## src/rtl/alfp_pkg.sv

```systemverilog
// Package for the array linked list with free pool: sizes, item and control
// types, status and operation codes, and the microcode ROM of the sequencer.
// Depends on nothing; every other file uses it by scoped names.
package alfp_pkg;

	localparam int ENTRIES = 16;
	localparam int IDX_W   = $clog2(ENTRIES);
	localparam int LINK_W  = $clog2(ENTRIES + 1);
	localparam int UPC_W   = 5;

	// link value meaning "none"
	localparam logic [LINK_W-1:0] NIL = LINK_W'(ENTRIES);

	localparam logic [1:0] OP_APPEND       = 2'd0;
	localparam logic [1:0] OP_REMOVE       = 2'd1;
	localparam logic [1:0] OP_INSERT_AFTER = 2'd2;
	localparam logic [1:0] OP_REMOVE_AFTER = 2'd3;

	localparam logic [1:0] ST_DONE   = 2'd0;
	localparam logic [1:0] ST_NOFREE = 2'd1;
	localparam logic [1:0] ST_BADPOS = 2'd2;
	localparam logic [1:0] ST_ABSENT = 2'd3;

	typedef struct packed {
		logic [1:0]         operation;
		logic [3:0]         position;
		logic signed [31:0] value;
	} in_item_t;

	typedef struct packed {
		logic [1:0] status;
		logic [3:0] slot;
	} out_item_t;

	// datapath micro-operations
	typedef enum logic [4:0] {
		A_NOP,
		A_LATCH,
		A_LOC_INIT,
		A_READ_CUR,
		A_LOC_STEP,
		A_LATCH_NEXT,
		A_READ_NXT,
		A_UNLINK,
		A_GIVE_NXT,
		A_WR_PRED,
		A_SET_HEAD_NXT,
		A_GIVE_POS,
		A_READ_FREE,
		A_TAKE_MID,
		A_WR_POS_CELL,
		A_TAKE_TAIL,
		A_TAIL_STEP,
		A_WR_TAIL,
		A_SET_HEAD_CELL,
		A_SET_BADPOS,
		A_SET_ABSENT,
		A_SET_NOFREE,
		A_EMIT
	} act_t;

	// jump conditions
	typedef enum logic [3:0] {
		C_NEVER,
		C_ALWAYS,
		C_NO_START,
		C_IS_APPEND,
		C_POS_BAD,
		C_LOC_MORE,
		C_NOT_FOUND,
		C_OP_REMOVE,
		C_OP_INSERT,
		C_NXT_NIL,
		C_PRED_NIL,
		C_FREE_EMPTY,
		C_LIST_EMPTY,
		C_TAIL_MORE
	} cond_t;

	typedef struct packed {
		act_t             act;
		cond_t            cond;
		logic [UPC_W-1:0] target;
	} ctrl_t;

	typedef struct packed {
		logic is_append;
		logic pos_bad;
		logic loc_more;
		logic not_found;
		logic op_remove;
		logic op_insert;
		logic nxt_nil;
		logic pred_nil;
		logic free_empty;
		logic list_empty;
		logic tail_more;
	} flags_t;

	// microprogram addresses
	localparam logic [UPC_W-1:0] U_IDLE      = 5'd0;
	localparam logic [UPC_W-1:0] U_DECODE    = 5'd1;
	localparam logic [UPC_W-1:0] U_RANGE     = 5'd2;
	localparam logic [UPC_W-1:0] U_LOC_RD    = 5'd3;
	localparam logic [UPC_W-1:0] U_LOC_WALK  = 5'd4;
	localparam logic [UPC_W-1:0] U_LOC_END   = 5'd5;
	localparam logic [UPC_W-1:0] U_DISP_RM   = 5'd6;
	localparam logic [UPC_W-1:0] U_DISP_INS  = 5'd7;
	localparam logic [UPC_W-1:0] U_RA_RD     = 5'd8;
	localparam logic [UPC_W-1:0] U_RA_UNLINK = 5'd9;
	localparam logic [UPC_W-1:0] U_RA_FREE   = 5'd10;
	localparam logic [UPC_W-1:0] U_RM_CHK    = 5'd11;
	localparam logic [UPC_W-1:0] U_RM_PRED   = 5'd12;
	localparam logic [UPC_W-1:0] U_RM_HEAD   = 5'd13;
	localparam logic [UPC_W-1:0] U_RM_FREE   = 5'd14;
	localparam logic [UPC_W-1:0] U_IA_RD     = 5'd15;
	localparam logic [UPC_W-1:0] U_IA_TAKE   = 5'd16;
	localparam logic [UPC_W-1:0] U_IA_LINK   = 5'd17;
	localparam logic [UPC_W-1:0] U_AP_RD     = 5'd18;
	localparam logic [UPC_W-1:0] U_AP_TAKE   = 5'd19;
	localparam logic [UPC_W-1:0] U_AP_TRD    = 5'd20;
	localparam logic [UPC_W-1:0] U_AP_WALK   = 5'd21;
	localparam logic [UPC_W-1:0] U_AP_LINK   = 5'd22;
	localparam logic [UPC_W-1:0] U_AP_HEAD   = 5'd23;
	localparam logic [UPC_W-1:0] U_F_BADPOS  = 5'd24;
	localparam logic [UPC_W-1:0] U_F_ABSENT  = 5'd25;
	localparam logic [UPC_W-1:0] U_F_NOFREE  = 5'd26;
	localparam logic [UPC_W-1:0] U_FIN       = 5'd27;

	function automatic ctrl_t cw(input act_t a, input cond_t c, input logic [UPC_W-1:0] t);
		ctrl_t w;
		w.act    = a;
		w.cond   = c;
		w.target = t;
		return w;
	endfunction

	// control ROM: taken jump goes to target, otherwise to the next word
	function automatic ctrl_t ucode(input logic [UPC_W-1:0] upc);
		ctrl_t w;
		unique case (upc)
			U_IDLE:      w = cw(A_LATCH,         C_NO_START,   U_IDLE);
			U_DECODE:    w = cw(A_LOC_INIT,      C_IS_APPEND,  U_AP_RD);
			U_RANGE:     w = cw(A_NOP,           C_POS_BAD,    U_F_BADPOS);
			U_LOC_RD:    w = cw(A_READ_CUR,      C_NEVER,      U_IDLE);
			U_LOC_WALK:  w = cw(A_LOC_STEP,      C_LOC_MORE,   U_LOC_WALK);
			U_LOC_END:   w = cw(A_LATCH_NEXT,    C_NOT_FOUND,  U_F_ABSENT);
			U_DISP_RM:   w = cw(A_NOP,           C_OP_REMOVE,  U_RM_CHK);
			U_DISP_INS:  w = cw(A_NOP,           C_OP_INSERT,  U_IA_RD);
			U_RA_RD:     w = cw(A_READ_NXT,      C_NXT_NIL,    U_F_BADPOS);
			U_RA_UNLINK: w = cw(A_UNLINK,        C_NEVER,      U_IDLE);
			U_RA_FREE:   w = cw(A_GIVE_NXT,      C_ALWAYS,     U_FIN);
			U_RM_CHK:    w = cw(A_NOP,           C_PRED_NIL,   U_RM_HEAD);
			U_RM_PRED:   w = cw(A_WR_PRED,       C_ALWAYS,     U_RM_FREE);
			U_RM_HEAD:   w = cw(A_SET_HEAD_NXT,  C_NEVER,      U_IDLE);
			U_RM_FREE:   w = cw(A_GIVE_POS,      C_ALWAYS,     U_FIN);
			U_IA_RD:     w = cw(A_READ_FREE,     C_FREE_EMPTY, U_F_NOFREE);
			U_IA_TAKE:   w = cw(A_TAKE_MID,      C_NEVER,      U_IDLE);
			U_IA_LINK:   w = cw(A_WR_POS_CELL,   C_ALWAYS,     U_FIN);
			U_AP_RD:     w = cw(A_READ_FREE,     C_FREE_EMPTY, U_F_NOFREE);
			U_AP_TAKE:   w = cw(A_TAKE_TAIL,     C_LIST_EMPTY, U_AP_HEAD);
			U_AP_TRD:    w = cw(A_READ_CUR,      C_NEVER,      U_IDLE);
			U_AP_WALK:   w = cw(A_TAIL_STEP,     C_TAIL_MORE,  U_AP_WALK);
			U_AP_LINK:   w = cw(A_WR_TAIL,       C_ALWAYS,     U_FIN);
			U_AP_HEAD:   w = cw(A_SET_HEAD_CELL, C_ALWAYS,     U_FIN);
			U_F_BADPOS:  w = cw(A_SET_BADPOS,    C_ALWAYS,     U_FIN);
			U_F_ABSENT:  w = cw(A_SET_ABSENT,    C_ALWAYS,     U_FIN);
			U_F_NOFREE:  w = cw(A_SET_NOFREE,    C_NEVER,      U_IDLE);
			U_FIN:       w = cw(A_EMIT,          C_ALWAYS,     U_IDLE);
			default:     w = cw(A_EMIT,          C_ALWAYS,     U_IDLE);
		endcase
		return w;
	endfunction

endpackage

```

## src/rtl/alfp_useq.sv

```systemverilog
// Microcode sequencer: step counter, control ROM and jump condition select.
// Depends on alfp_pkg.
module alfp_useq (
	input  logic                 clk,
	input  logic                 arst_n,
	input  logic                 start,
	input  alfp_pkg::flags_t     flags,
	output alfp_pkg::ctrl_t      ctrl,
	output logic                 busy
);

	logic [alfp_pkg::UPC_W-1:0] upc_q;
	logic                       taken;

	assign ctrl = alfp_pkg::ucode(upc_q);
	assign busy = (upc_q != alfp_pkg::U_IDLE);

	always_comb begin
		unique case (ctrl.cond)
			alfp_pkg::C_NEVER:      taken = 1'b0;
			alfp_pkg::C_ALWAYS:     taken = 1'b1;
			alfp_pkg::C_NO_START:   taken = !start;
			alfp_pkg::C_IS_APPEND:  taken = flags.is_append;
			alfp_pkg::C_POS_BAD:    taken = flags.pos_bad;
			alfp_pkg::C_LOC_MORE:   taken = flags.loc_more;
			alfp_pkg::C_NOT_FOUND:  taken = flags.not_found;
			alfp_pkg::C_OP_REMOVE:  taken = flags.op_remove;
			alfp_pkg::C_OP_INSERT:  taken = flags.op_insert;
			alfp_pkg::C_NXT_NIL:    taken = flags.nxt_nil;
			alfp_pkg::C_PRED_NIL:   taken = flags.pred_nil;
			alfp_pkg::C_FREE_EMPTY: taken = flags.free_empty;
			alfp_pkg::C_LIST_EMPTY: taken = flags.list_empty;
			alfp_pkg::C_TAIL_MORE:  taken = flags.tail_more;
			default:                taken = 1'b1;
		endcase
	end

	always_ff @(posedge clk or negedge arst_n) begin
		if (!arst_n) begin
			upc_q <= alfp_pkg::U_IDLE;
		end else if (taken) begin
			upc_q <= ctrl.target;
		end else begin
			upc_q <= upc_q + 1'b1;
		end
	end

	a_accept_goes_busy: assert property (@(posedge clk) disable iff (!arst_n)
		start && !busy |=> busy)
		else $error("accepted item did not start the program");

	a_walk_stays: assert property (@(posedge clk) disable iff (!arst_n)
		upc_q == alfp_pkg::U_LOC_WALK && flags.loc_more |=> upc_q == alfp_pkg::U_LOC_WALK)
		else $error("locate walk left early");

	a_fin_returns: assert property (@(posedge clk) disable iff (!arst_n)
		upc_q == alfp_pkg::U_FIN |=> !busy)
		else $error("program did not return to idle after finish");

endmodule

```

## src/rtl/alfp_dpath.sv

```systemverilog
// Datapath: link and value stores, list and free heads, walk registers,
// result register. Driven one control word per cycle by alfp_useq.
// Depends on alfp_pkg.
module alfp_dpath (
	input  logic                 clk,
	input  logic                 arst_n,
	input  logic                 start,
	input  alfp_pkg::in_item_t   cmd,
	input  alfp_pkg::ctrl_t      ctrl,
	output alfp_pkg::flags_t     flags,
	output alfp_pkg::out_item_t  result,
	output logic                 done
);

	localparam int IW = alfp_pkg::IDX_W;
	localparam int LW = alfp_pkg::LINK_W;

	logic [LW-1:0]          link_mem [alfp_pkg::ENTRIES];
	logic [31:0]            val_mem  [alfp_pkg::ENTRIES];
	logic [alfp_pkg::ENTRIES-1:0] vld_q;

	alfp_pkg::in_item_t     cmd_q;
	alfp_pkg::out_item_t    res_q;
	logic                   done_q;
	logic [LW-1:0]          free_head_q;
	logic [LW-1:0]          list_head_q;
	logic [LW-1:0]          cur_q;
	logic [LW-1:0]          prev_q;
	logic [LW-1:0]          nxt_q;
	logic [LW-1:0]          cell_q;
	logic [LW-1:0]          k_q;
	logic [LW-1:0]          rd_q;

	logic [LW-1:0]          pos_l;
	logic [LW-1:0]          raddr;
	logic [LW-1:0]          waddr;
	logic [LW-1:0]          wdata;
	logic                   link_we;
	logic                   val_we;
	logic [31:0]            vdata;
	logic [IW-1:0]          ridx;
	logic [IW-1:0]          widx;
	logic                   cur_live;

	assign pos_l    = LW'(cmd_q.position);
	assign ridx     = raddr[IW-1:0];
	assign widx     = waddr[IW-1:0];
	// walk cursor still inside the list and under the link bound
	assign cur_live = (cur_q < alfp_pkg::NIL) && (k_q != alfp_pkg::NIL);

	assign flags.is_append  = (cmd_q.operation == alfp_pkg::OP_APPEND);
	assign flags.pos_bad    = (pos_l >= alfp_pkg::NIL);
	assign flags.loc_more   = cur_live && (cur_q != pos_l);
	assign flags.not_found  = !(cur_live && (cur_q == pos_l));
	assign flags.op_remove  = (cmd_q.operation == alfp_pkg::OP_REMOVE);
	assign flags.op_insert  = (cmd_q.operation == alfp_pkg::OP_INSERT_AFTER);
	assign flags.nxt_nil    = (nxt_q >= alfp_pkg::NIL);
	assign flags.pred_nil   = (prev_q >= alfp_pkg::NIL);
	assign flags.free_empty = (free_head_q >= alfp_pkg::NIL);
	assign flags.list_empty = (list_head_q >= alfp_pkg::NIL);
	assign flags.tail_more  = (rd_q < alfp_pkg::NIL) && (k_q != alfp_pkg::NIL);

	assign result = res_q;
	assign done   = done_q;

	// memory port decode
	always_comb begin
		raddr   = cur_q;
		waddr   = pos_l;
		wdata   = free_head_q;
		link_we = 1'b0;
		val_we  = 1'b0;
		vdata   = 32'd0;
		unique case (ctrl.act)
			alfp_pkg::A_LOC_STEP:  raddr = flags.loc_more ? rd_q : cur_q;
			alfp_pkg::A_TAIL_STEP: raddr = flags.tail_more ? rd_q : cur_q;
			alfp_pkg::A_READ_FREE: raddr = free_head_q;
			alfp_pkg::A_READ_NXT:  raddr = nxt_q;
			alfp_pkg::A_UNLINK: begin
				link_we = 1'b1;
				wdata   = rd_q;
			end
			alfp_pkg::A_GIVE_NXT: begin
				link_we = 1'b1;
				val_we  = 1'b1;
				waddr   = nxt_q;
			end
			alfp_pkg::A_WR_PRED: begin
				link_we = 1'b1;
				waddr   = prev_q;
				wdata   = nxt_q;
			end
			alfp_pkg::A_GIVE_POS: begin
				link_we = 1'b1;
				val_we  = 1'b1;
			end
			alfp_pkg::A_TAKE_MID: begin
				link_we = 1'b1;
				val_we  = 1'b1;
				waddr   = free_head_q;
				wdata   = nxt_q;
				vdata   = cmd_q.value;
			end
			alfp_pkg::A_WR_POS_CELL: begin
				link_we = 1'b1;
				wdata   = cell_q;
			end
			alfp_pkg::A_TAKE_TAIL: begin
				link_we = 1'b1;
				val_we  = 1'b1;
				waddr   = free_head_q;
				wdata   = alfp_pkg::NIL;
				vdata   = cmd_q.value;
			end
			alfp_pkg::A_WR_TAIL: begin
				link_we = 1'b1;
				waddr   = cur_q;
				wdata   = cell_q;
			end
			default: ;
		endcase
	end

	// stores: an entry never written reads as its reset link, i+1
	always_ff @(posedge clk) begin
		if (link_we && waddr < alfp_pkg::NIL) begin
			link_mem[widx] <= wdata;
		end
		if (val_we && waddr < alfp_pkg::NIL) begin
			val_mem[widx] <= vdata;
		end
		if (raddr >= alfp_pkg::NIL) begin
			rd_q <= alfp_pkg::NIL;
		end else if (vld_q[ridx]) begin
			rd_q <= link_mem[ridx];
		end else begin
			rd_q <= LW'(ridx) + LW'(1);
		end
	end

	always_ff @(posedge clk or negedge arst_n) begin
		if (!arst_n) begin
			vld_q <= '0;
		end else if (link_we && waddr < alfp_pkg::NIL) begin
			vld_q[widx] <= 1'b1;
		end
	end

	// control registers
	always_ff @(posedge clk or negedge arst_n) begin
		if (!arst_n) begin
			free_head_q <= '0;
			list_head_q <= alfp_pkg::NIL;
			k_q         <= '0;
			done_q      <= 1'b0;
		end else begin
			done_q <= (ctrl.act == alfp_pkg::A_EMIT);
			unique case (ctrl.act)
				alfp_pkg::A_LOC_INIT:      k_q <= '0;
				alfp_pkg::A_LOC_STEP:      if (flags.loc_more) k_q <= k_q + 1'b1;
				alfp_pkg::A_TAIL_STEP:     if (flags.tail_more) k_q <= k_q + 1'b1;
				alfp_pkg::A_GIVE_NXT:      free_head_q <= nxt_q;
				alfp_pkg::A_GIVE_POS:      free_head_q <= pos_l;
				alfp_pkg::A_SET_HEAD_NXT:  list_head_q <= nxt_q;
				alfp_pkg::A_SET_HEAD_CELL: list_head_q <= cell_q;
				alfp_pkg::A_TAKE_MID:      free_head_q <= rd_q;
				alfp_pkg::A_TAKE_TAIL: begin
					free_head_q <= rd_q;
					k_q         <= '0;
				end
				default: ;
			endcase
		end
	end

	// payload and walk registers
	always_ff @(posedge clk) begin
		unique case (ctrl.act)
			alfp_pkg::A_LATCH:         if (start) cmd_q <= cmd;
			alfp_pkg::A_LOC_INIT: begin
				cur_q  <= list_head_q;
				prev_q <= alfp_pkg::NIL;
			end
			alfp_pkg::A_LOC_STEP: begin
				if (flags.loc_more) begin
					prev_q <= cur_q;
					cur_q  <= rd_q;
				end
			end
			alfp_pkg::A_LATCH_NEXT:    nxt_q <= rd_q;
			alfp_pkg::A_GIVE_NXT:      res_q <= '{status: alfp_pkg::ST_DONE, slot: 4'(nxt_q)};
			alfp_pkg::A_GIVE_POS:      res_q <= '{status: alfp_pkg::ST_DONE, slot: 4'(pos_l)};
			alfp_pkg::A_TAKE_MID:      cell_q <= free_head_q;
			alfp_pkg::A_WR_POS_CELL:   res_q <= '{status: alfp_pkg::ST_DONE, slot: 4'(cell_q)};
			alfp_pkg::A_TAKE_TAIL: begin
				cell_q <= free_head_q;
				cur_q  <= list_head_q;
			end
			alfp_pkg::A_TAIL_STEP:     if (flags.tail_more) cur_q <= rd_q;
			alfp_pkg::A_WR_TAIL:       res_q <= '{status: alfp_pkg::ST_DONE, slot: 4'(cell_q)};
			alfp_pkg::A_SET_HEAD_CELL: res_q <= '{status: alfp_pkg::ST_DONE, slot: 4'(cell_q)};
			alfp_pkg::A_SET_BADPOS:    res_q <= '{status: alfp_pkg::ST_BADPOS, slot: 4'd0};
			alfp_pkg::A_SET_ABSENT:    res_q <= '{status: alfp_pkg::ST_ABSENT, slot: 4'd0};
			alfp_pkg::A_SET_NOFREE:    res_q <= '{status: alfp_pkg::ST_NOFREE, slot: 4'd0};
			default: ;
		endcase
	end

	a_slot_zero_on_error: assert property (@(posedge clk) disable iff (!arst_n)
		done_q |-> (res_q.status == alfp_pkg::ST_DONE) || (res_q.slot == 4'd0))
		else $error("error result carries a nonzero slot");

	a_heads_disjoint: assert property (@(posedge clk) disable iff (!arst_n)
		(free_head_q < alfp_pkg::NIL) |-> (free_head_q != list_head_q))
		else $error("free list and live list share their head entry");

	a_walk_bound: assert property (@(posedge clk) disable iff (!arst_n)
		k_q <= alfp_pkg::NIL)
		else $error("walk count ran past the entry count");

endmodule

```

## src/rtl/array_linked_list_free_pool.sv

```systemverilog
// Top level of the array linked list with free pool; uses alfp_pkg, alfp_useq, alfp_dpath.
// The locate and tail walks follow one link per cycle, at most ENTRIES links per walk.
// Throughput: one item at a time; the next start is taken in the cycle done strobes.
// The result shows for one cycle with done; the receiver cannot stall.
// Reset: list empty, all entries on the free list, no clearing pass needed.
module array_linked_list_free_pool (
	input  logic                 clk,
	input  logic                 arst_n,
	input  logic                 start,
	output logic                 busy,
	input  alfp_pkg::in_item_t   cmd,
	output logic                 done,
	output alfp_pkg::out_item_t  result
);

	alfp_pkg::ctrl_t  ctrl;
	alfp_pkg::flags_t flags;

	alfp_useq u_useq (
		.clk    (clk),
		.arst_n (arst_n),
		.start  (start),
		.flags  (flags),
		.ctrl   (ctrl),
		.busy   (busy)
	);

	alfp_dpath u_dpath (
		.clk    (clk),
		.arst_n (arst_n),
		.start  (start),
		.cmd    (cmd),
		.ctrl   (ctrl),
		.flags  (flags),
		.result (result),
		.done   (done)
	);

	a_done_single: assert property (@(posedge clk) disable iff (!arst_n)
		done |=> !done)
		else $error("result strobe lasted more than one cycle");

	a_done_idle: assert property (@(posedge clk) disable iff (!arst_n)
		done |-> !busy)
		else $error("result strobed while an item is in work");

	a_no_done_early: assert property (@(posedge clk) disable iff (!arst_n)
		start && !busy |=> !done)
		else $error("result strobed right after accepting an item");

endmodule
```

## config.mk

```make
export PLATFORM = sky130hd
export DESIGN_NAME = array_linked_list_free_pool
export DESIGN_NICKNAME = d
export VERILOG_FILES = /design/src/rtl/alfp_pkg.sv /design/src/rtl/alfp_useq.sv /design/src/rtl/alfp_dpath.sv /design/src/rtl/array_linked_list_free_pool.sv
export SDC_FILE = /design/constraint.sdc
export NUM_CORES = 1
export LEC_CHECK = 0
export CAP_MARGIN = 40
export CORE_ASPECT_RATIO = 1.75
export CORE_MARGIN = 2
export CORE_UTILIZATION = 64
export DETAILED_ROUTE_END_ITERATION = 16
export DONT_BUFFER_PORTS = 1
export GPL_ROUTABILITY_DRIVEN = 0
export GPL_TIMING_DRIVEN = 0
export PLACE_DENSITY = 0.8
export SLEW_MARGIN = 10
export SYNTH_ARGS = -nofsm -noshare
export SYNTH_HDL_FRONTEND = slang
export SYNTH_SLANG_ARGS = --single-unit
```

## constraint.sdc

```tcl
create_clock -name clk -period 5.9 [get_ports clk]
set_clock_uncertainty 0.15 [all_clocks]
set_input_delay 0.885 -clock clk [delete_from_list [all_inputs] [get_ports clk]]
set_output_delay 0.885 -clock clk [all_outputs]
set_load 0.05 [all_outputs]
```

; ---- Word-level counts from Yosys, hierarchy flattened
; Memory sizes are Yosys's and may differ from the RTL's.
; Index checks and enable logic that the tools add are counted.
[totals]
inputBits = 41
word_cells = 122
mem_count = 2
rom_bits = 448
register_bits = 74
ramBits = 80
latch_bits = 0
output_inout_bits = 8
[memory_table]
columns = memory, depth, word_bits, rd, rd_ports_with_merged_regs, wr, line_no
row1 = (no name shown), 32, 14, 1, 0, 0, alfp_pkg.sv:141  ; unique case (upc)
row2 = u_dpath.link_mem, 16, 5, 1, 0, 1, alfp_dpath.sv:18  ; logic [LW-1:0] link_mem [alfp_pkg::ENTRIES];
[op_classes]
eq_ne = 40
n_bitwise = 1
n_shift = 0
div_mod_pow = 0
n_addsub = 3
magnitude_cmp = 12
n_mul = 0
muxes = 24
n_reduce_logical = 25
[op_table]
columns = cell, n
row1 = $pmux 5 s4, 3
row2 = $pmux 5 s3, 3
row3 = $eq 5x4->1 const B, 8
row4 = $pmux 6 s6, 1
row5 = $eq 5x5->1 const B, 7
row6 = $mux 5, 7
row7 = $ge 5x5->1 const B, 5
row8 = $eq 4x4->1 const B, 6
row9 = $eq 5x3->1 const B, 4
row10 = $pmux 5 s2, 2
row11 = $eq 4x3->1 const B, 4
row12 = $or 16x16->16, 1
row13 = $lt 5x5->1 const B, 3
row14 = $pmux 1 s13, 1
row15 = $add 5x1->5 const B, 2
row16 = $lt 4x5->1 const B, 2
row17 = $eq 4x2->1 const B, 2
row18 = $reduce_or 2->1, 4
row19 = $reduce_or 8->1, 1
row20 = $logic_and 1x1->1, 6
row21 = $reduce_bool 3->1, 2
row22 = $reduce_bool 6->1, 1
row23 = $add 4x1->5 const B, 1
row24 = $eq 5x1->1 const B, 1
row25 = 20 further kinds, 28

; ---- Logic depth before layout (Yosys ltp)
; Gate-level depths: netlist of run 1.
; An unclocked memory read counts as a cell.
[depth]
ltp_word = 9
ltp_mapped = 17
depth_no_buf = 14

; ---- By module
; A second synthesis of run 1 with hierarchy kept.
[hier_totals]
hier_cells = 797
area_unflattened_um2 = 8354.3
[modules_own_cells]
columns = mod, n_inst, cells_each, area_each_um2, seq_area_each_um2
row1 = alfp_dpath, 1, 658, 7267.0, 4265.3
row2 = alfp_useq, 1, 139, 1087.3, 125.1

; ---- Least setup slack after synthesis of run 1
; Ideal clock, no wire load.
[synth_timing]
path_kind = reg2reg
from = reg u_useq.upc_q[1] (netlist name)
to = reg u_dpath.rd_q[1]
required_time_ps = 5635
arrival_ps = 4022
setup_slack_ps = 1613
path_stages_with_launch = 17
setup_ps = 115
cell_sequence = dfrtp_1 -> buf_2 -> inv_1 -> ha_1 -> mux2_2 -> a22oi_1 -> nand2_1 -> or4_1 -> buf_2 -> a21o_1 -> a221o_1 -> buf_6 -> mux4_2 -> a21oi_2 -> a32oi_2 -> nor4b_1 -> o21a_1
[synth_between]
elab_chain_len = 6
elab_cells_between_ends = 12
cone_classes = add/sub: 1 / order compare: 1 / eq/ne: 4 / mux: 4 / memory: 2
[synth_rtl]
columns = element, line_no
row1 = start: declaration, alfp_useq.sv:12  ; logic [alfp_pkg::UPC_W-1:0] upc_q;
row2 = start signal: assignment, alfp_useq.sv:40  ; upc_q <= alfp_pkg::U_IDLE;
row3 = start signal: assignment, alfp_useq.sv:42  ; upc_q <= ctrl.target;
row4 = start signal: assignment, alfp_useq.sv:44  ; upc_q <= upc_q + 1'b1;
row5 = $mem_v2 32x14 *, --
row6 = "$eq 5x3->1, or another cell as far along", alfp_dpath.sv:74  ; unique case (ctrl.act)
row7 = $pmux 5 s4 *, alfp_dpath.sv:74
row8 = $bmux 1 s4, alfp_dpath.sv:134  ; end else if (vld_q[ridx]) begin
row9 = $mux 1 (implied by the code), alfp_dpath.sv:134
row10 = $mux 5, alfp_dpath.sv:134
row11 = end signal: assignment, alfp_dpath.sv:133  ; rd_q <= alfp_pkg::NIL;
row12 = end signal: assignment, alfp_dpath.sv:135  ; rd_q <= link_mem[ridx];
row13 = end signal: assignment, alfp_dpath.sv:137  ; rd_q <= LW'(ridx) + LW'(1);
row14 = end: declaration, alfp_dpath.sv:32  ; logic [LW-1:0] rd_q;
; Mark *: on every way between the ends. The rest lies on a longest branch, timed or not. The select of a mux whose other input is x is not followed.
; A chain may end at the register's enable or synchronous reset.

; ---- Final worst setup path of run 1
[layout_timing]
from = reg u_useq.upc_q[0] (netlist name)
to = mem u_dpath.link_mem[15][3] (netlist name), enable pin
[layout_between]
elab_chain_len = 8
elab_cells_between_ends = 17
cone_classes = order compare: 1 / eq/ne: 8 / mux: 4 / reduce/logical: 3 / memory: 1
[layout_rtl]
columns = element, line_no
row1 = $mem_v2 32x14 *, --
row2 = $eq 5x4->1, alfp_dpath.sv:74
row3 = $reduce_or 2->1 (no source line), --
row4 = $pmux 5 s4, alfp_dpath.sv:74
row5 = $lt 5x5->1, alfp_dpath.sv:126  ; if (link_we && waddr < alfp_pkg::NIL) begin
row6 = $logic_and 1x1->1, alfp_dpath.sv:126
row7 = $mux 1, alfp_dpath.sv:126
row8 = $mux 1 (implied by the code), alfp_dpath.sv:127  ; link_mem[widx] <= wdata;
row9 = end: declaration, alfp_dpath.sv:18
; Mark *: on every way between the ends. The rest lies on a longest branch, timed or not.

==> results of run 1 <==
==> what timing repair did <==
action / 4_1_cts / 5_1_grt
setup endpoints to repair: 0 / 1
setup buffers: 0 / 2
endpoints found under the hold margin: 12 / 21
hold buffers: 2 / 1
==> state kept, by name (all words and copies together) (netlist names), 6 cells and up <==
| name | flops |
|---|---|
| u_dpath.link_mem | 80 |
| u_dpath.vld_q | 16 |
| u_dpath.cmd_q | 6 |
| u_dpath.result | 6 |
==> layer usage <==
layer	GRT usage	up-vias	share of wire
li1	-	2783	-
met1	0.386	3036	0.33
met2	0.582	424	0.51
met3	0.0569	137	0.075
met4	0.198	0	0.082
met5	0	-	0
==> area by class of cell <==
type / count / area, sq um / area share
flip-flops and latches: 154 / 4390 / 0.493
multi-input cells: 505 / 3410 / 0.383
clock buffers: 19 / 443 / 0.0497
well taps: 168 / 210 / 0.0236
plain buffers: 38 / 188 / 0.0211
clock inverters: 13 / 110 / 0.0124
repair buffers: 10 / 87.6 / 0.00984
inverters: 17 / 63.8 / 0.00717
==> through the flow <==
| step | setup slack (ns) | hold slack [ns] | cell area, sq um | cells | util |
|---|---|---|---|---|---|
| 3_5_place_dp | 0.394 | 0.298 | 8290 | 886 | 0.671 |
| 6_report | 0.435 | 0.129 | 8900 | 924 | 0.720 |
| 4_1_cts | 0.355 | 0.000437 | 8860 | 920 | 0.717 |
| 3_3_place_gp | 0.539 | 0.295 | 8260 | 882 | 0.668 |
| 2_1_floorplan | 1.61 | 0.277 | 8050 | 714 | - |
| 5_1_grt | 0.147 | 0.123 | 8900 | 924 | 0.720 |
==> layout by cell type, fill, tap and decap left out, types with 10 or more instances in the layout <==
master,netlist,final
o21ai_0,32,32
buf_2,15,16
o211ai_1,11,11
mux2i_1,43,43
or2_2,19,19
edfxtp_1,112,112
a21oi_1,31,31
mux2_2,11,11
nand2b_1,10,10
nand3_1,21,21
a211oi_1,10,10
ha_1,11,11
nor2b_1,10,10
nor3_1,10,10
nand2_1,82,82
inv_1,16,16
clkbuf_16,0,17
nor2_1,54,54
dfrtp_1,36,36
clkbuf_1,14,15
a222oi_1,11,11
==> worst max-delay path, stage by stage, from the launching register on <==
cell and delay, ns:
dfrtp_1 0.44, buf_2 0.22, inv_1 0.19, ha_1 0.36, nor2_1 0.10, o22ai_1 0.56, o21ai_0 0.50, nor2_1 0.53
clkbuf_1 0.60, a222oi_1 0.25, nand3_1 0.12, o21ai_0 0.18, or2_2 0.38, nor2_1 0.53
==> kinds of logic after synthesis <==
| group | Yosys count |
|---|---|
| XOR/XNOR | 11 |
| AO/OA/AOI/OAI | 175 |
| flip-flops | 154 |
| AND/OR/NAND/NOR | 248 |
| multiplexers | 60 |
| adder cells (fa/ha/maj) | 11 |
| buffers and inverters | 55 |
==> path summary, 6_finish.rpt <==
kind,start,to,slack (ns)
setup / recovery,u_useq.upc_q[0],u_dpath.link_mem[15][3],0.43
hold / removal,arst_n,u_dpath.free_head_q[3],0.13
setup reg to reg,u_useq.upc_q[0],u_dpath.link_mem[15][3],0.43
hold reg to reg,u_dpath.vld_q[5],u_dpath.vld_q[5],0.31
max in group asynchronous,arst_n,u_dpath.k_q[4],4.28
min in group clk,u_dpath.vld_q[5],u_dpath.vld_q[5],0.31
==> impl_metrics.json, run 1 <==
{
  "via_count": 6380,
  "fp.dieW_um": 88.8,
  "io-pin-count": 49,
  "port_buffers": 0,
  "grt_max_degree": 25,
  "overflow": 0,
  "yosysUniqueCellTypes": 70,
  "hpwl_um": 15400,
  "synth_xor_xnor_area_share": 0.0120,
  "clkTransAtPathRegs_ns": 0.06,
  "post_drt_wl_per_cell_um": 23.9,
  "cts_buffers": 17,
  "die_h_um": 152,
  "yosysTopAreaCell": "edfxtp_1",
  "worst_pin_slew_ns": 0.870,
  "die_area_sq_mm": 0.0135,
  "grt_pass1_wl_um": 34200,
  "synth_top_family_by_area": "compound AO/OA/AOI/OAI gates",
  "outcome": "completed",
  "crit_type": "reg -> reg",
  "synth_area_sq_mm": 0.00805,
  "core_sq_mm": 0.0124,
  "viasPerCell": 6.90,
  "grt_pass1_vias": 6382,
  "min_path_type": "in -> async",
  "layout_min_cycle_time_ns": 5.47,
  "slew_headroom": 0.415,
  "cts_tree": "yes",
  "setup_viol_count_final": 0,
  "synthMuxAreaShare": 0.0856,
  "drtAntennaViolNets": 0,
  "synth_edf_count": 112,
  "fillers": 869,
  "htree_levels": 4,
  "synth_simple_gate_area_frac": 0.150,
  "synthTopCellsByArea": "edfxtp_1 42%, dfrtp_1 11%, mux2i_1 5.3%",
  "clock_latency_ns": 0.43,
  "layout-drive-gt1-share": 0.143,
  "syn_to_final_growth_pct": 10.6,
  "diodes": 0,
  "synth_cells": 714,
  "nNetsFinal": 795,
  "yosysWarnings": 0,
  "crit_arrival_ns": 5.38,
  "rows": 54,
  "cp.required_ns": 5.81,
  "fmax_ghz": 0.183,
  "root_buffer": "clkbuf_16",
  "synth-seq-cells": 154,
  "ys_seq_area_frac": 0.545,
  "async_reset_ff_frac": 0.240,
  "synthAdderAreaFrac": 0.0171,
  "clkSinkCount": 154,
  "cap_violations": 0,
  "crit_fanout": 14,
  "yosysMostFrequentCell": "edfxtp_1",
  "cts_buffer_depth": 2,
  "rsz0062_at_grt": "no",
  "cts-resized-gates": 0,
  "worst_r2r_path_depth": 13,
  "tns_ns": 0,
  "synth_fp_nets": 766,
  "drc_errors": 0,
  "cp-end-kind": "flip-flop",
  "cp-start-kind": "flip-flop",
  "drtPass1Iterations": 10,
  "antenna_found_initial": 0,
  "synth_top_cell_area_share": 0.418,
  "syn_area_per_cell_sq_um": 11.3,
  "start_util": 0.651,
  "drt_iter0_drc": 659,
  "routed_wirelength_um": 22100,
  "synth_commonest_cells": "112 x edfxtp_1, 82 x nand2_1, 54 x nor2_1, 43 x mux2i_1, 36 x dfrtp_1",
  "track_usage": 0.340,
  "finalCritPeriodShare": 0.926,
  "synth_top_flop_cell": "edfxtp_1",
  "final_max_slew_viol_count": 0,
  "hold_violations": 0,
  "synth-compound-area-share": 0.159
}
Power of run 1 is left out: the tool's default activity adds up to more than one toggle a clock period on the data nets, which glitch-free logic cannot reach.
==> run 2: changes to the inputs <==
Settings changed: CORE_UTILIZATION 64 to 40, PLACE_DENSITY 0.8 to not set.
==> run 2 against run 1 <==
  * Critical path depth is 4 higher
  * Core utilization fell by 27 points
  * Die area is 58% higher
  * Highest routed layer unchanged
  * First-iteration DRC count increased by 7.7%
  * Clock-buffer cell count decreased by 2
  * Final cell count up 7.9%
  * Register-to-register slack worse by 0.03 ns
  * Worst hold slack better by 0.0098 ns
  * Sequential cell count unchanged
  * Non-clock buffer count shrank 4
  * Global-route usage shrank 11 points
==> impl_metrics.json, run 2 (synthesis results as in run 1) <==
{
  "cp-start-kind": "flip-flop",
  "setup_viol_count_final": 0,
  "rsz0062_at_grt": "no",
  "cap_violations": 0,
  "reg_top3": "u_dpath.link_mem: 80 flops, u_dpath.vld_q: 16 flops",
  "post_drt_wl_per_cell_um": 24.0,
  "final_util": 0.455,
  "path_cells": "buf_2 -> inv_1 -> ha_1 -> mux2_2 -> a22oi_1 -> nand2_1 -> buf_2 -> nor4_2 -> a211oi_1 -> o211ai_1 -> buf_4 -> buf_2 -> mux2i_1 -> mux2i_1 -> mux2_2 -> o211ai_1 -> o211ai_1",
  "track_usage": 0.227,
  "io-pin-count": 49,
  "r2r-start": "u_useq.upc_q[1]",
  "top_register": "u_dpath.link_mem",
  "final_cell_mix": "112 x edfxtp_1, 82 x nand2_1, 54 x nor2_1",
  "met2_length_um": 13000,
  "r2r_slack_ns": 0.40,
  "cts_buffer_depth": 2,
  "crit_path_max_incr_delay_ns": 0.56,
  "viasPerCell": 6.24,
  "final_max_slew_viol_count": 0,
  "layout_min_cycle_time_ns": 5.50,
  "antenna_found_initial": 0,
  "crit_arrival_ns": 5.63,
  "grt_max_degree": 37,
  "htree_levels": 4,
  "cp.required_ns": 6.03,
  "overflow": 0,
  "finalCritPeriodShare": 0.932,
  "layout.cells.non_filler": 997,
  "min_path_type": "in -> async",
  "fmax_ghz": 0.182,
  "tns_ns": 0,
  "fp.dieW_um": 111,
  "diodes": 0,
  "crit_fanout": 10,
  "syn_to_final_growth_pct": 11.5,
  "drc_errors": 0,
  "worst_pin_slew_ns": 0.904,
  "die_area_sq_mm": 0.0213,
  "hpwl_um": 17300,
  "clkTransAtPathRegs_ns": 0.07,
  "routed_wirelength_um": 23900,
  "root_buffer": "clkbuf_16",
  "hold_violations": 0,
  "nNetsFinal": 791,
  "outcome": "completed",
  "core_sq_mm": 0.0197,
  "rows": 68,
  "timing.rr.end": "u_dpath.rd_q[4]",
  "drt_iter0_drc": 710,
  "grt_pass1_vias": 6292,
  "clock_latency_ns": 0.43,
  "crit_slowest_cell": "o211ai_1",
  "cts_tree": "yes",
  "post_cts_buffers": 0,
  "drtPass1Iterations": 9,
  "port_buffers": 0,
  "top_layer_used": "met4",
  "start_util": 0.408,
  "wl_met3_um": 1190,
  "slew_headroom": 0.392,
  "worst_r2r_path_depth": 17,
  "place_inst": 963,
  "drtAntennaViolNets": 0,
  "largest_reg_flops": 80,
  "via_count": 6219,
  "wl_met1_um": 8200,
  "final_common_cell": "edfxtp_1",
  "die_h_um": 192,
  "layout-drive-gt1-share": 0.142,
  "clkSinkCount": 154,
  "worstSetupStartpoint": "u_useq.upc_q[1]",
  "cp-end-kind": "flip-flop",
  "grt_pass1_wl_um": 36600,
  "cts_buffers": 17,
  "crit_type": "reg -> reg"
}
## run 2: changes by cell type in the layout (fill, tap and decap cells not counted), sizes merged
cell,change
clkinvlp,-2
clkdlybuf4s18,+1
buf,-2
clkbuf,-3
inv,-3
dlygate4sd3,-2
clkinv,+7
## run 2: how the worst max path moves through the flow
stage	cells past startpoint	endpoint	slack [ns]
after floorplan	16	u_dpath.rd_q[1]	1.61
after global placement	17	u_dpath.rd_q[4]	0.30
after detailed placement	17	u_dpath.rd_q[4]	0.27
after CTS	17	u_dpath.rd_q[4]	0.21
after global routing	17	u_dpath.rd_q[0]	0.06
final	17	u_dpath.rd_q[4]	0.40
## run 2: per-stage QoR
step / setup WS (ns) / area [sq um] / hold slack, ns
global placement: 0.304 / 8360 / 0.296
CTS: 0.215 / 8960 / 0.129
finish: 0.401 / 8980 / 0.139
floorplan: 1.61 / 8050 / 0.277
global route: 0.0586 / 8980 / 0.131
detailed placement: 0.269 / 8390 / 0.300
## run 2: layout make-up
type                            count  area, sq um
Fill cell                        1848        10800
Sequential cell                   154         4390
Multi-Input combinational cell    505         3420
Clock buffer                       17          425
Tap cell                          245          307
Buffer                             38          188
Clock inverter                     15          119
Timing Repair Buffer                6         67.6
Inverter                           17         63.8
## run 2: critical path: cells and delay by family, from the launching register on
kind | cells | cell delay, ns
DFF | 1 | 0.51
adders and majority gates | 1 | 0.44
and+or+nand+nor | 2 | 0.56
AOI/OAI and AO/OA | 5 | 1.29
muxes | 4 | 1.02
buffers and inverters | 5 | 1.35
## run 2: what timing repair did
action,4_1_cts,5_1_grt
endpoints found under the hold margin,36,0
setup endpoints to repair,0,5
hold buffers,1,0
gates resized for setup,0,1
## run 2: layer usage
| metal | up-vias | GRT usage |
|---|---|---|
| met1 | 3041 | 0.229 |
| li1 | 2776 | - |
| met2 | 305 | 0.430 |
| met3 | 97 | 0.0350 |
| met5 | - | 0 |
| met4 | 0 | 0.144 |
Power of run 2 is left out for the same reason.
==> run 3: changes to the inputs <==
Settings changed: CORE_ASPECT_RATIO 1.75 to not set.
==> run 3 against run 2 <==
  * Final cell count up 2.0%
  * Core utilization up 0.57 points
  * Register-to-register slack worse by 0.12 ns
  * Final area up 0.49%
  * Via count down 0.13%
  * Die area down 0.21%
  * Worst hold slack worse by 0.0026 ns
  * Setup slack worse by 0.12 ns
  * Clock-buffer cell count unchanged
  * Non-clock buffer count down 1
  * Critical path type unchanged
  * Highest routed layer unchanged
==> impl_metrics.json, run 3 (synthesis results as in run 1) <==
{
  "overflow": 0,
  "cap_violations": 0,
  "largest_reg_flops": 80,
  "htree_levels": 4,
  "reg_top3": "u_dpath.link_mem: 80 flops, u_dpath.vld_q: 16 flops",
  "hpwl_um": 15400,
  "hold_violations": 0,
  "finalCritPeriodShare": 0.953,
  "worst_pin_slew_ns": 0.893,
  "final_max_slew_viol_count": 0,
  "antenna_found_initial": 1,
  "timing.rr.end": "u_dpath.rd_q[4]",
  "start_util": 0.411,
  "final_common_cell": "edfxtp_1",
  "fillers": 1778,
  "slew_headroom": 0.399,
  "grt_max_degree": 37,
  "setup_viol_count_final": 0,
  "cp-start-kind": "flip-flop",
  "critPathBufInv": 5,
  "worst_r2r_path_depth": 17,
  "post_drt_wl_per_cell_um": 21.6,
  "drt_iter0_drc": 820,
  "crit_slowest_cell": "nor4_1",
  "clkTransAtPathRegs_ns": 0.07,
  "final_cell_mix": "112 x edfxtp_1, 82 x nand2_1, 54 x nor2_1",
  "fmax_ghz": 0.178,
  "min_path_type": "in -> async",
  "nNetsFinal": 790,
  "clkSinkCount": 154,
  "root_buffer": "clkbuf_16",
  "path_cells": "buf_2 -> inv_1 -> ha_1 -> mux2_2 -> a22oi_1 -> nand2_1 -> buf_2 -> nor4_1 -> a211oi_1 -> o211ai_1 -> buf_4 -> buf_2 -> mux2i_1 -> mux2i_1 -> mux2_2 -> o211ai_1 -> o211ai_1",
  "crit_arrival_ns": 5.76,
  "io-pin-count": 49,
  "via_count": 6211,
  "track_usage": 0.211,
  "outcome": "completed",
  "die_h_um": 146,
  "grt_pass1_vias": 5893,
  "grt_pass1_wl_um": 34500,
  "crit_type": "reg -> reg",
  "post_cts_buffers": 0,
  "crit_fanout": 10,
  "cts_buffers": 17,
  "layout_min_cycle_time_ns": 5.62,
  "tns_ns": 0,
  "cp-end-kind": "flip-flop",
  "clock_latency_ns": 0.43,
  "register_area_sq_mm": 0.00439,
  "cts_buffer_depth": 2,
  "rsz0062_at_grt": "no",
  "layout-drive-gt1-share": 0.141,
  "cp.required_ns": 6.04,
  "cts_tree": "yes",
  "core_sq_mm": 0.0196,
  "viasPerCell": 6.11,
  "multi_input_area_sq_mm": 0.00341,
  "drtAntennaViolNets": 0,
  "r2r_slack_ns": 0.28,
  "drc_errors": 0,
  "rows": 51,
  "routed_wirelength_um": 22000,
  "die_area_sq_mm": 0.0213,
  "top_register": "u_dpath.link_mem",
  "critical_path.top_delay_family": "compound AO/OA/AOI/OAI gates",
  "drtPass1Iterations": 8,
  "syn_to_final_growth_pct": 12.1,
  "port_buffers": 0,
  "fp.dieW_um": 146,
  "r2r-start": "u_useq.upc_q[1]",
  "crit_path_max_incr_delay_ns": 0.68
}
## run 3: stage by stage
stage | instances | setup WS [ns] | utilization | hold WS, ns | area (sq um)
CTS | 1016 | 0.367 | 0.461 | 0.129 | 9020
global placement | 979 | 0.399 | 0.428 | 0.295 | 8390
global route | 1016 | 0.0105 | 0.461 | 0.127 | 9020
floorplan | 714 | 1.61 | - | 0.277 | 8050
finish | 1017 | 0.276 | 0.461 | 0.136 | 9030
detailed placement | 983 | 0.402 | 0.430 | 0.300 | 8420
## run 3: timing repair
| item | 4_1_cts | 5_1_grt |
|---|---|---|
| endpoints found under the setup margin | 0 | 0 |
| hold buffers | 1 | 0 |
| endpoints found under the hold margin | 36 | 0 |
| resized for setup | 0 | 0 |
## run 3: worst max-delay path by stage
| stage | start | endpoint | cells past startpoint |
|---|---|---|---|
| finish | u_useq.upc_q[1] | u_dpath.rd_q[4] | 17 |
| detailed placement | u_useq.upc_q[1] | u_dpath.rd_q[4] | 17 |
| floorplan | u_useq.upc_q[1] | u_dpath.rd_q[1] | 16 |
| CTS | u_useq.upc_q[1] | u_dpath.rd_q[4] | 17 |
| global route | u_useq.upc_q[1] | u_dpath.rd_q[4] | 17 |
| global placement | u_useq.upc_q[1] | u_dpath.rd_q[4] | 17 |
## run 3: layout make-up
class | count | share of cell area
inverters | 17 | 0.00707
well taps | 265 | 0.0367
repair buffers | 5 | 0.00596
clock inverters | 15 | 0.0176
flip-flops and latches | 154 | 0.486
diodes | 1 | 0.000277
clock buffers | 17 | 0.0471
multi-input cells | 505 | 0.378
plain buffers | 38 | 0.0208
## run 3: worst register-to-register path: cells and delay by family (launching register included)
family	cells	cell delay [ns]
compound gates	5	1.37
flops	1	0.47
simple gates	2	0.78
mux	4	1.01
fa+ha+maj	1	0.42
buf+inv	5	1.27
## run 3: metal layers
| layer | vias to the layer above | global-route usage | routed length (um) |
|---|---|---|---|
| met3 | 68 | 0.0505 | 2290 |
| met4 | 0 | 0.0814 | 616 |
| met1 | 2999 | 0.295 | 9270 |
| li1 | 2770 | - | - |
| met2 | 374 | 0.320 | 9830 |
| met5 | - | 0 | 0 |
Power of run 3 is left out for the same reason.
